--- src/rtl/core/sasl_pkg.sv ---
// types and constants of the step axis soft limit generator
`default_nettype none

package sasl_pkg;

    // register indexes of the configuration port
    localparam int CFG_INDEX_BITS = 1;
    localparam logic [CFG_INDEX_BITS-1:0] REG_SOFT_MIN = 1'b0;
    localparam logic [CFG_INDEX_BITS-1:0] REG_SOFT_MAX = 1'b1;

    // reset values of the soft limits
    localparam logic signed [31:0] SOFT_MIN_RESET = 32'sh8000_0000;
    localparam logic signed [31:0] SOFT_MAX_RESET = 32'sh7FFF_FFFF;

    // width of the rate field in an input beat
    localparam int RATE_FIELD_BITS = 20;

    // move direction encoding
    typedef enum logic [1:0] {
        DIR_STOP = 2'd0,
        DIR_FWD  = 2'd1,
        DIR_REV  = 2'd3
    } dir_t;

    // one timer tick
    typedef struct packed {
        logic                       set_enable;
        logic                       enable_value;
        logic                       set_direction;
        logic                       forward;
        logic                       set_rate;
        logic [RATE_FIELD_BITS-1:0] rate_period;
        logic                       zero_position;
        logic                       limit_level;
        logic                       debounce_check;
    } in_item_t;

    // result of one tick
    typedef struct packed {
        logic               step_pulse;
        logic               dir_level;
        logic               enable_n;
        logic signed [31:0] position;
        logic               at_soft_limit;
        logic               limit_latched;
        logic               genuine_closure;
        logic               running;
    } out_item_t;

    // axis state apart from the period counter
    typedef struct packed {
        logic signed [31:0] pos;
        dir_t               dir;
        logic               active;
        logic               flag;
        logic               last_level;
        logic               drv_en;
    } axis_state_t;

endpackage

`default_nettype wire

--- src/rtl/core/step_axis_soft_limit_generator.sv ---
// Step/direction generator for one stepper axis with soft position limits.
// Input channel (in_valid, in_stall, in_data): one beat per timer tick with the
// enable, direction, rate and zero strobes, the raw limit switch pin and the
// debounce strobe. Output channel (out_valid, out_stall, out_data): one beat per
// tick with the step pulse, pin levels, position and status flags.
// Config port (cfg_we, cfg_index, cfg_data): soft_min at index 0, soft_max at 1,
// to be written only while no beat is in flight; the block leaves this to the user.
// A tick accepted into the input register passes through the tick logic into the
// output register once the output side is free. Throughput is one tick per cycle
// while the receiver does not stall; the tick logic between the input and output
// registers is one 33-bit add and compare per beat.
// Reset clears the axis state (position zero, stopped, driver disabled, limit
// switch seen open, limits at the full signed range) and empties both stages.
// When the receiver stalls, the output beat holds; one more tick waits in the
// input register, and in_stall rises only when both are full.
`default_nettype none

module step_axis_soft_limit_generator #(
    parameter int PERIOD_BITS = 20
) (
    input  logic                                  clk,
    input  logic                                  rst_n,
    input  logic                                  in_valid,
    output logic                                  in_stall,
    input  sasl_pkg::in_item_t                    in_data,
    output logic                                  out_valid,
    input  logic                                  out_stall,
    output sasl_pkg::out_item_t                   out_data,
    input  logic                                  cfg_we,
    input  logic [sasl_pkg::CFG_INDEX_BITS-1:0]   cfg_index,
    input  logic [31:0]                           cfg_data
);
    import sasl_pkg::*;

    logic                   in_valid_reg;
    in_item_t               in_item_reg;
    logic                   out_valid_reg;
    out_item_t              out_item_reg;
    axis_state_t            state_reg;
    axis_state_t            state_next;
    logic [PERIOD_BITS-1:0] count_reg;
    logic [PERIOD_BITS-1:0] count_next;
    logic [PERIOD_BITS-1:0] reload_reg;
    logic [PERIOD_BITS-1:0] reload_next;
    logic signed [31:0]     soft_min_reg;
    logic signed [31:0]     soft_max_reg;
    out_item_t              result;
    logic                   out_free;
    logic                   advance;
    logic                   in_take;

    // pipeline flow
    assign out_free = !out_valid_reg || !out_stall;
    assign advance  = in_valid_reg && out_free;
    assign in_stall = in_valid_reg && !out_free;
    assign in_take  = in_valid && !in_stall;

    // soft limit registers
    always_ff @(posedge clk or negedge rst_n)
    begin
        if (!rst_n)
        begin
            soft_min_reg <= SOFT_MIN_RESET;
            soft_max_reg <= SOFT_MAX_RESET;
        end
        else if (cfg_we)
        begin
            unique case (cfg_index)
                REG_SOFT_MIN: soft_min_reg <= cfg_data;
                REG_SOFT_MAX: soft_max_reg <= cfg_data;
                default: ;
            endcase
        end
    end

    // input register
    always_ff @(posedge clk or negedge rst_n)
    begin
        if (!rst_n)
        begin
            in_valid_reg <= 1'b0;
        end
        else if (in_take)
        begin
            in_valid_reg <= 1'b1;
        end
        else if (advance)
        begin
            in_valid_reg <= 1'b0;
        end
    end

    always_ff @(posedge clk)
    begin
        if (in_take)
        begin
            in_item_reg <= in_data;
        end
    end

    // tick logic
    sasl_tick #(
        .PERIOD_BITS (PERIOD_BITS)
    ) u_tick (
        .item        (in_item_reg),
        .cur         (state_reg),
        .count       (count_reg),
        .reload      (reload_reg),
        .soft_min    (soft_min_reg),
        .soft_max    (soft_max_reg),
        .nxt         (state_next),
        .count_next  (count_next),
        .reload_next (reload_next),
        .result      (result)
    );

    // axis state, updated once per processed tick
    always_ff @(posedge clk or negedge rst_n)
    begin
        if (!rst_n)
        begin
            state_reg  <= '{pos: '0, dir: DIR_STOP, active: 1'b0, flag: 1'b0,
                           last_level: 1'b1, drv_en: 1'b0};
            count_reg  <= '0;
            reload_reg <= '0;
        end
        else if (advance)
        begin
            state_reg  <= state_next;
            count_reg  <= count_next;
            reload_reg <= reload_next;
        end
    end

    // output register
    always_ff @(posedge clk or negedge rst_n)
    begin
        if (!rst_n)
        begin
            out_valid_reg <= 1'b0;
        end
        else if (advance)
        begin
            out_valid_reg <= 1'b1;
        end
        else if (!out_stall)
        begin
            out_valid_reg <= 1'b0;
        end
    end

    always_ff @(posedge clk)
    begin
        if (advance)
        begin
            out_item_reg <= result;
        end
    end

    assign out_valid = out_valid_reg;
    assign out_data  = out_item_reg;

endmodule

`default_nettype wire

--- src/rtl/core/sasl_tick.sv ---
// next-state and result logic for one timer tick
`default_nettype none

module sasl_tick #(
    parameter int PERIOD_BITS = 20
) (
    input  sasl_pkg::in_item_t    item,
    input  sasl_pkg::axis_state_t cur,
    input  logic [PERIOD_BITS-1:0] count,
    input  logic [PERIOD_BITS-1:0] reload,
    input  logic signed [31:0]    soft_min,
    input  logic signed [31:0]    soft_max,
    output sasl_pkg::axis_state_t nxt,
    output logic [PERIOD_BITS-1:0] count_next,
    output logic [PERIOD_BITS-1:0] reload_next,
    output sasl_pkg::out_item_t   result
);
    import sasl_pkg::*;

    localparam int RATE_BITS = (PERIOD_BITS < RATE_FIELD_BITS) ? PERIOD_BITS
                                                               : RATE_FIELD_BITS;

    logic [PERIOD_BITS-1:0] rate;
    logic                   loaded;
    logic                   genuine;
    logic                   pulse;
    logic signed [32:0]     pos_step;
    logic signed [32:0]     min_ext;
    logic signed [32:0]     max_ext;

    // rate field limited to the counter width
    assign rate = PERIOD_BITS'(item.rate_period[RATE_BITS-1:0]);

    // limits one bit wider for the step compare
    assign min_ext  = {soft_min[31], soft_min};
    assign max_ext  = {soft_max[31], soft_max};

    // commands, limit switch and period counter in tick order
    always_comb
    begin
        nxt         = cur;
        count_next  = count;
        reload_next = reload;
        loaded      = 1'b0;
        genuine     = 1'b0;
        pulse       = 1'b0;

        if (item.set_enable)
        begin
            nxt.drv_en = item.enable_value;
            if (!item.enable_value)
            begin
                nxt.active = 1'b0;
                nxt.dir    = DIR_STOP;
            end
        end

        if (item.set_direction)
        begin
            nxt.dir = item.forward ? DIR_FWD : DIR_REV;
        end

        if (item.set_rate)
        begin
            if (rate == '0)
            begin
                nxt.active = 1'b0;
            end
            else
            begin
                nxt.active  = 1'b1;
                reload_next = rate;
                count_next  = rate;
                loaded      = 1'b1;
            end
        end

        if (item.zero_position)
        begin
            nxt.pos = '0;
        end

        // falling edge on the switch latches the flag and halts the timer
        if (cur.last_level && !item.limit_level)
        begin
            nxt.flag   = 1'b1;
            nxt.active = 1'b0;
        end
        nxt.last_level = item.limit_level;

        // debounce check: release if open, report if still closed
        if (item.debounce_check && nxt.flag)
        begin
            if (item.limit_level)
            begin
                nxt.flag = 1'b0;
            end
            else
            begin
                genuine = 1'b1;
            end
        end

        // candidate position one step away, one bit wider so it cannot wrap
        pos_step = $signed({nxt.pos[31], nxt.pos})
                 + ((nxt.dir == DIR_FWD) ? 33'sd1 : -33'sd1);

        // period counter, a step only inside the soft limits
        if (nxt.active && !loaded)
        begin
            count_next = count - PERIOD_BITS'(1);
            if (count_next == '0)
            begin
                count_next = reload;
                if (nxt.dir != DIR_STOP)
                begin
                    if ((pos_step < min_ext) || (pos_step > max_ext))
                    begin
                        nxt.active = 1'b0;
                        nxt.dir    = DIR_STOP;
                    end
                    else
                    begin
                        nxt.pos = pos_step[31:0];
                        pulse   = 1'b1;
                    end
                end
            end
        end
    end

    // result fields
    always_comb
    begin
        result.step_pulse      = pulse;
        result.dir_level       = (nxt.dir == DIR_FWD);
        result.enable_n        = !nxt.drv_en;
        result.position        = nxt.pos;
        result.at_soft_limit   = (nxt.pos <= soft_min) || (nxt.pos >= soft_max);
        result.limit_latched   = nxt.flag;
        result.genuine_closure = genuine;
        result.running         = nxt.active;
    end

endmodule

`default_nettype wire

--- config.mk ---
export PLATFORM = sky130hd
export DESIGN_NAME = step_axis_soft_limit_generator
export DESIGN_NICKNAME = d
export VERILOG_FILES = /design/src/rtl/core/sasl_pkg.sv /design/src/rtl/core/step_axis_soft_limit_generator.sv /design/src/rtl/core/sasl_tick.sv
export SDC_FILE = /design/constraint.sdc
export NUM_CORES = 1
export LEC_CHECK = 0
export BUFFER_PORTS_ARGS = -buffer_cell sky130_fd_sc_hd__buf_4
export CORE_MARGIN = 2
export CORE_UTILIZATION = 35
export CTS_BUF_LIST = sky130_fd_sc_hd__clkbuf_2 sky130_fd_sc_hd__clkbuf_4 sky130_fd_sc_hd__clkbuf_8
export DETAILED_ROUTE_END_ITERATION = 7
export GPL_ROUTABILITY_DRIVEN = 0
export PLACE_DENSITY = 0.55
export SLEW_MARGIN = 20
export SYNTH_ARGS = -nofsm -noshare
export SYNTH_HDL_FRONTEND = slang
export SYNTH_HIERARCHICAL = 1
export SYNTH_SLANG_ARGS = --single-unit
--- constraint.sdc ---
create_clock -name clk -period 21 [get_ports clk]
set_input_delay 3.15 -clock clk [delete_from_list [all_inputs] [get_ports clk]]
set_output_delay 3.15 -clock clk [all_outputs]
set_load 0.05 [all_outputs]
## After elaboration in Yosys (flattened, before gate mapping)

Cells that the tools add are included.

- Register bits after elaboration: 211
- Bits of input ports: 66
- Output and inout bits: 41
- Logic and storage cells: 95

- Add/subtract/negate cells: 2
- Order comparisons: 4
- Equal/unequal tests: 4
- Mux-type cells: 28
- Bitwise operators: 2
- Reductions and logical operators: 26

Operators by type and width:

| cell | number |
|---|---|
| $mux 35 | 3 |
| $mux 20 | 4 |
| $mux 32 | 2 |
| $logic_not 20->1 | 2 |
| $add 32x33->33 | 1 |
| $gt 33x32->1 | 1 |
| $lt 33x32->1 | 1 |
| $mux 33 | 1 |
| $ge 32x32->1 | 1 |
| $le 32x32->1 | 1 |
| $sub 20x1->20 const B | 1 |
| $mux 1 | 12 |
| $mux 3 | 3 |
| $reduce_and 3->1 | 3 |
| $logic_not 1->1 | 7 |
| $logic_and 1x1->1 | 6 |
| $mux 2 | 3 |
| $reduce_bool 2->1 | 3 |
| $eq 2x1->1 const B | 2 |
| $reduce_and 2->1 | 2 |
| $logic_or 1x1->1 | 3 |
| $ne 2x1->1 const B | 1 |
| $ne 2x2->1 const B | 1 |
| $not 1->1 | 2 |

## Depth between registers and ports, before layout

- Depth in word-level cells: 14
- Gate-level depth with buffers: 42
- Mapped depth without buffers: 38

## By module

The synthesis kept the hierarchy.

By module, submodules not included:

| module | times used | cells an instance | area each (um2) | seq. area each (um2) |
|---|---|---|---|---|
| step_axis_soft_limit_generator | 1 | 376 | 7422.1 | 5656.7 |
| sasl_tick | 1 | 1093 | 7283.2 | 0.0 |

## Worst setup path before layout

Ideal clock, no wire load.

- Path type: reg2reg
- From: register in_item_reg[25] (netlist name)
- To: register out_item_reg, in the netlist out_data[3] (data pin)
- Library setup time: 0.272 ns
- Arrival: 8.202 ns
- Required time: 20.728 ns
- Path slack: 12.526 ns
- Stages on the path, launching flop included: 40
- Path buffers: 5
- Clock period less this slack: 8.474 ns
- Cell sequence: edfxtp_1 -> nand2_1 -> o31ai_4 -> inv_2 -> clkbuf_1 -> buf_1 -> ha_1 -> o21ai_0 -> nor3_1 -> a311o_1 -> or2_1 -> buf_2 -> nor4_1 -> a311oi_1 -> a211o_1 -> ha_1 -> a21oi_1 -> nand2_1 -> [4 not listed] -> o2bb2ai_1 -> nand3b_4 -> buf_4 -> buf_2 -> nand2_1 -> nand2_1 -> ha_1 -> nor2b_1 -> o21a_1 -> o21a_1 -> o21a_1 -> o211ai_1 -> a21boi_0 -> o21ai_0 -> a21oi_1 -> or3_1 -> xor2_1 -> or4_1

RTL lines:

| element | line | source |
|---|---|---|
| start, declared | step_axis_soft_limit_generator.sv:36 | `in_item_t in_item_reg;` |
| start signal, assigned | step_axis_soft_limit_generator.sv:97 | `in_item_reg <= in_data;` |
| end signal, assigned | step_axis_soft_limit_generator.sv:156 | `out_item_reg <= result;` |
| end, declared | step_axis_soft_limit_generator.sv:38 | `out_item_t out_item_reg;` |

==> metrics.md <==
| Metric | Value |
|---|---|
| DR iter-0 viols | 751 |
| RR Startpoint | in_item_reg[25] |
| Io pins | 107 |
| F_max | 0.102 GHz |
| Num rows | 75 |
| Slew Limit Fails | 0 |
| Crit-path max cell delay | 0.73 ns |
| Vias in the first global route | 11205 |
| Routed Antenna Nets | 0 |
| Most numerous cell in the Yosys netlist | ha_1 |
| Setup violations, final | 0 |
| DIE HEIGHT | 209 um |
| Post-route worst setup slack | 11.22 ns |
| Final WL | 40400 um |
| Iteration count of the initial detailed-routing pass | 5 |
| Syn-to-layout area delta | 13.3% |
| RSZ-0062 raised after global routing | no |
| Hold Path Depth | 1 |
| Total Neg Setup Slack | 0 ns |
| Crit path capture type | flip-flop |
| Crit-path slowest cell | nor2_1 |
| Final Power | 1.36 mW |
| Core ar. | 41700 sq um |
| Post-DP Area | 15800 sq um |
| Synthesized cell area | 14700 sq um |
| Final hold violations | 0 |
| Ys async rst share | 0.682 |
| Mean Syn Cell Area | ~10 sq um |
| Finished Cell Area | 16700 sq um |
| Min Tclk post-route | a little under 10 ns |
| Max-cap violations | 0 |
| Worst-path clk slew | ~0.060 ns |
| CP required | 21.32 ns |
| Dominant cells by area after synthesis | dfrtp_1 (19%), edfxtp_1 (14%), ha_1 (13%), mux2_2 (11%), dfstp_2 (5.9%) |
| CTS H-tree depth | 2 |
| Hold endpoint | state_reg[36] |
| Setup Fix Bufs, Post-CTS | 0 |
| Root buf cell | clkbuf_8 |
| Netlist cell types | between 70 and 80 |
| CTS tree | yes |
| Worst R2R Setup Slack | 11.22 ns |
| First-pass GRT wire length | 63800 um |
| Worst-Skew Late Latency | 0.61 ns |
| Final Skew | approximately 0.033 ns |
| PwrDens | 81.3 nW/um^2 |
| Port Buffers | 106 |
| Yosys reg bits | 211 |
| Hold Path Origin | state_reg[36] |
| Synth cell count leaders | ha_1 (153), nand2_1 (151), mux2_2 (140) |
| Yosys warning count | 6 |
| Slew headroom | 0.310 |
| Outcome | completed |
| VDD IR max | 50.4 uV |
| Startpoint Class | flip-flop |
| Max FFs per register | 39 |
| Slew @ Worst Pin | 1.03 ns |
| Initial Utilization | 0.353 |
| Die area | approximately 44000 sq um |
| Pre-CTS WS | 11.32 ns |
| Grt ovf | 0 |
| Post-synth EDFFs | 67 |
| Vias | 11193 |
| Yosys top cell by area | dfrtp_1 |
| Pin count of the biggest net entering global routing | slightly above 70 |
| All-layer global routing usage | 0.187 |
| Reg2reg end | out_data[3] |
| Layout cells sized above 1 | 0.240 |
| CTS resizes | 0 |
| Fin nets | ~1800 |
| DR vias/cell | 5.28 |
| Class of the worst hold path | flip-flop to flip-flop |
| Final period util | 0.466 |
| DRC | 0 |
| Setup CP Type | flip-flop to flip-flop |
| R2r worst-path depth | 38 |
| Diodes inserted | 0 |
| CP Max Fanout | 48 |
| Max clock buf depth | 3 |
| Clk sink count | 211 |
| Cell mode on critical path | a21oi_1 |
| Layout Utilization | 0.400 |
| Initial antenna violation count | 0 |
| Synth Flop Type | dfrtp_1 |
| Cell count after synthesis | between 1000 and 1500 |
| Sequential area share after synthesis | 0.385 |
| Drt wl/cell | roughly 19 um |
| Num CTS Buffers | 41 |
| Critical Path AT | 10.10 ns |
| Dpl hpwl | 30100 um |
| Post-CTS Hold Fix Bufs | 0 |
| Die W | 209 um |
| Share of the synthesized area in the top cell type | 0.189 |
| LEAKAGE | 7.63 nW |
| Syn Nets | 1688 |
## cells in the final DEF, fill, tap and decap left out, types with 5 or more instances in the layout
master | netlist | routed
nand4_1 | 25 | 25
a211oi_1 | 10 | 10
mux2_1 | 19 | 19
nand2_1 | 151 | 151
o21bai_1 | 7 | 7
and2_1 | 5 | 5
nand2b_1 | 19 | 19
clkbuf_8 | 0 | 48
dfrtp_1 | 111 | 111
a31oi_1 | 7 | 7
o22ai_1 | 7 | 7
dfstp_2 | 33 | 33
nand3_1 | 33 | 33
xor2_1 | 18 | 18
nor2b_1 | 45 | 44
nor4_1 | 14 | 14
o21ai_0 | 75 | 75
and3_1 | 6 | 6
a21o_1 | 39 | 39
nor3b_1 | 11 | 11
a41oi_1 | 6 | 6
ha_1 | 153 | 153
or3_1 | 7 | 7
clkinv_2 | 0 | 7
o211ai_1 | 7 | 7
a22oi_1 | 6 | 6
edfxtp_1 | 67 | 67
mux2_2 | 140 | 140
nor3_1 | 26 | 26
clkinv_1 | 0 | 5
inv_1 | 80 | 80
o21a_1 | 9 | 9
xnor2_1 | 30 | 30
buf_4 | 47 | 117
nor2_1 | 69 | 69
a21oi_1 | 87 | 87
clkbuf_4 | 0 | 10
## routing by layer
| layer | track usage | part of all wire | up-vias |
|---|---|---|---|
| met4 | 0.0680 | 0.035 | 0 |
| met2 | 0.314 | 0.48 | 241 |
| met5 | 0 | 0 | - |
| li1 | - | - | 5456 |
| met1 | 0.241 | 0.45 | 5426 |
| met3 | 0.0311 | 0.039 | 70 |
## worst max-delay path by stage
stage | from | to | slack, ns | cells past startpoint
detailed placement | in_item_reg[25] | out_data[3] | 11.32 | 38
global route | in_item_reg[25] | out_data[3] | 10.63 | 38
CTS | in_item_reg[25] | out_data[3] | 11.25 | 38
global placement | in_item_reg[25] | out_data[3] | 11.35 | 38
floorplan | in_item_reg[25] | out_data[3] | 12.53 | 39
finish | in_item_reg[25] | out_data[3] | 11.22 | 38
## critical path: cells and delay by family (launching register included)
| family | cells | cell delay, ns |
|---|---|---|
| buffers and inverters | 2 | 0.96 |
| AOI/OAI and AO/OA | 23 | 4.38 |
| and+or+nand+nor | 8 | 2.24 |
| xor gates and xnor gates | 2 | 0.39 |
| adders and majority gates | 3 | 1.05 |
| DFF | 1 | 0.47 |
## per-stage QoR
step,instances,hold WS [ns]
global placement,2042,0.462
CTS,2118,0.483
finish,2119,0.478
global route,2119,0.495
floorplan,1469,0.450
detailed placement,2042,0.470
## cell type report
class,count,area [sq um]
clock buffer,58,736
clock inverter,18,148
fill,4134,25000
inverter,81,304
multi-input combinational,1093,8230
sequential,211,5660
tap,539,674
timing repair buffer,119,917
## cells by family (layout without fill, tap and decap cells)
logic type / Yosys count / in the layout / synth area share
fa+ha+maj: 154 / 154 / 0.131
buf+inv: 165 / 276 / 0.0563
xor+xnor: 48 / 48 / 0.0286
compound gates: 302 / 302 / 0.132
simple gates: 426 / 426 / 0.143
mux: 163 / 163 / 0.125
flops: 211 / 211 / 0.385
## report_power, final
group	leakage (nW)	total (mW)	internal, mW	switching [mW]
Sequential	2.39	0.534	0.488	0.0467
Clock	0.468	0.448	0.253	0.195
Combinational	4.77	0.373	0.154	0.219
Power figures use the tool's default switching activity.
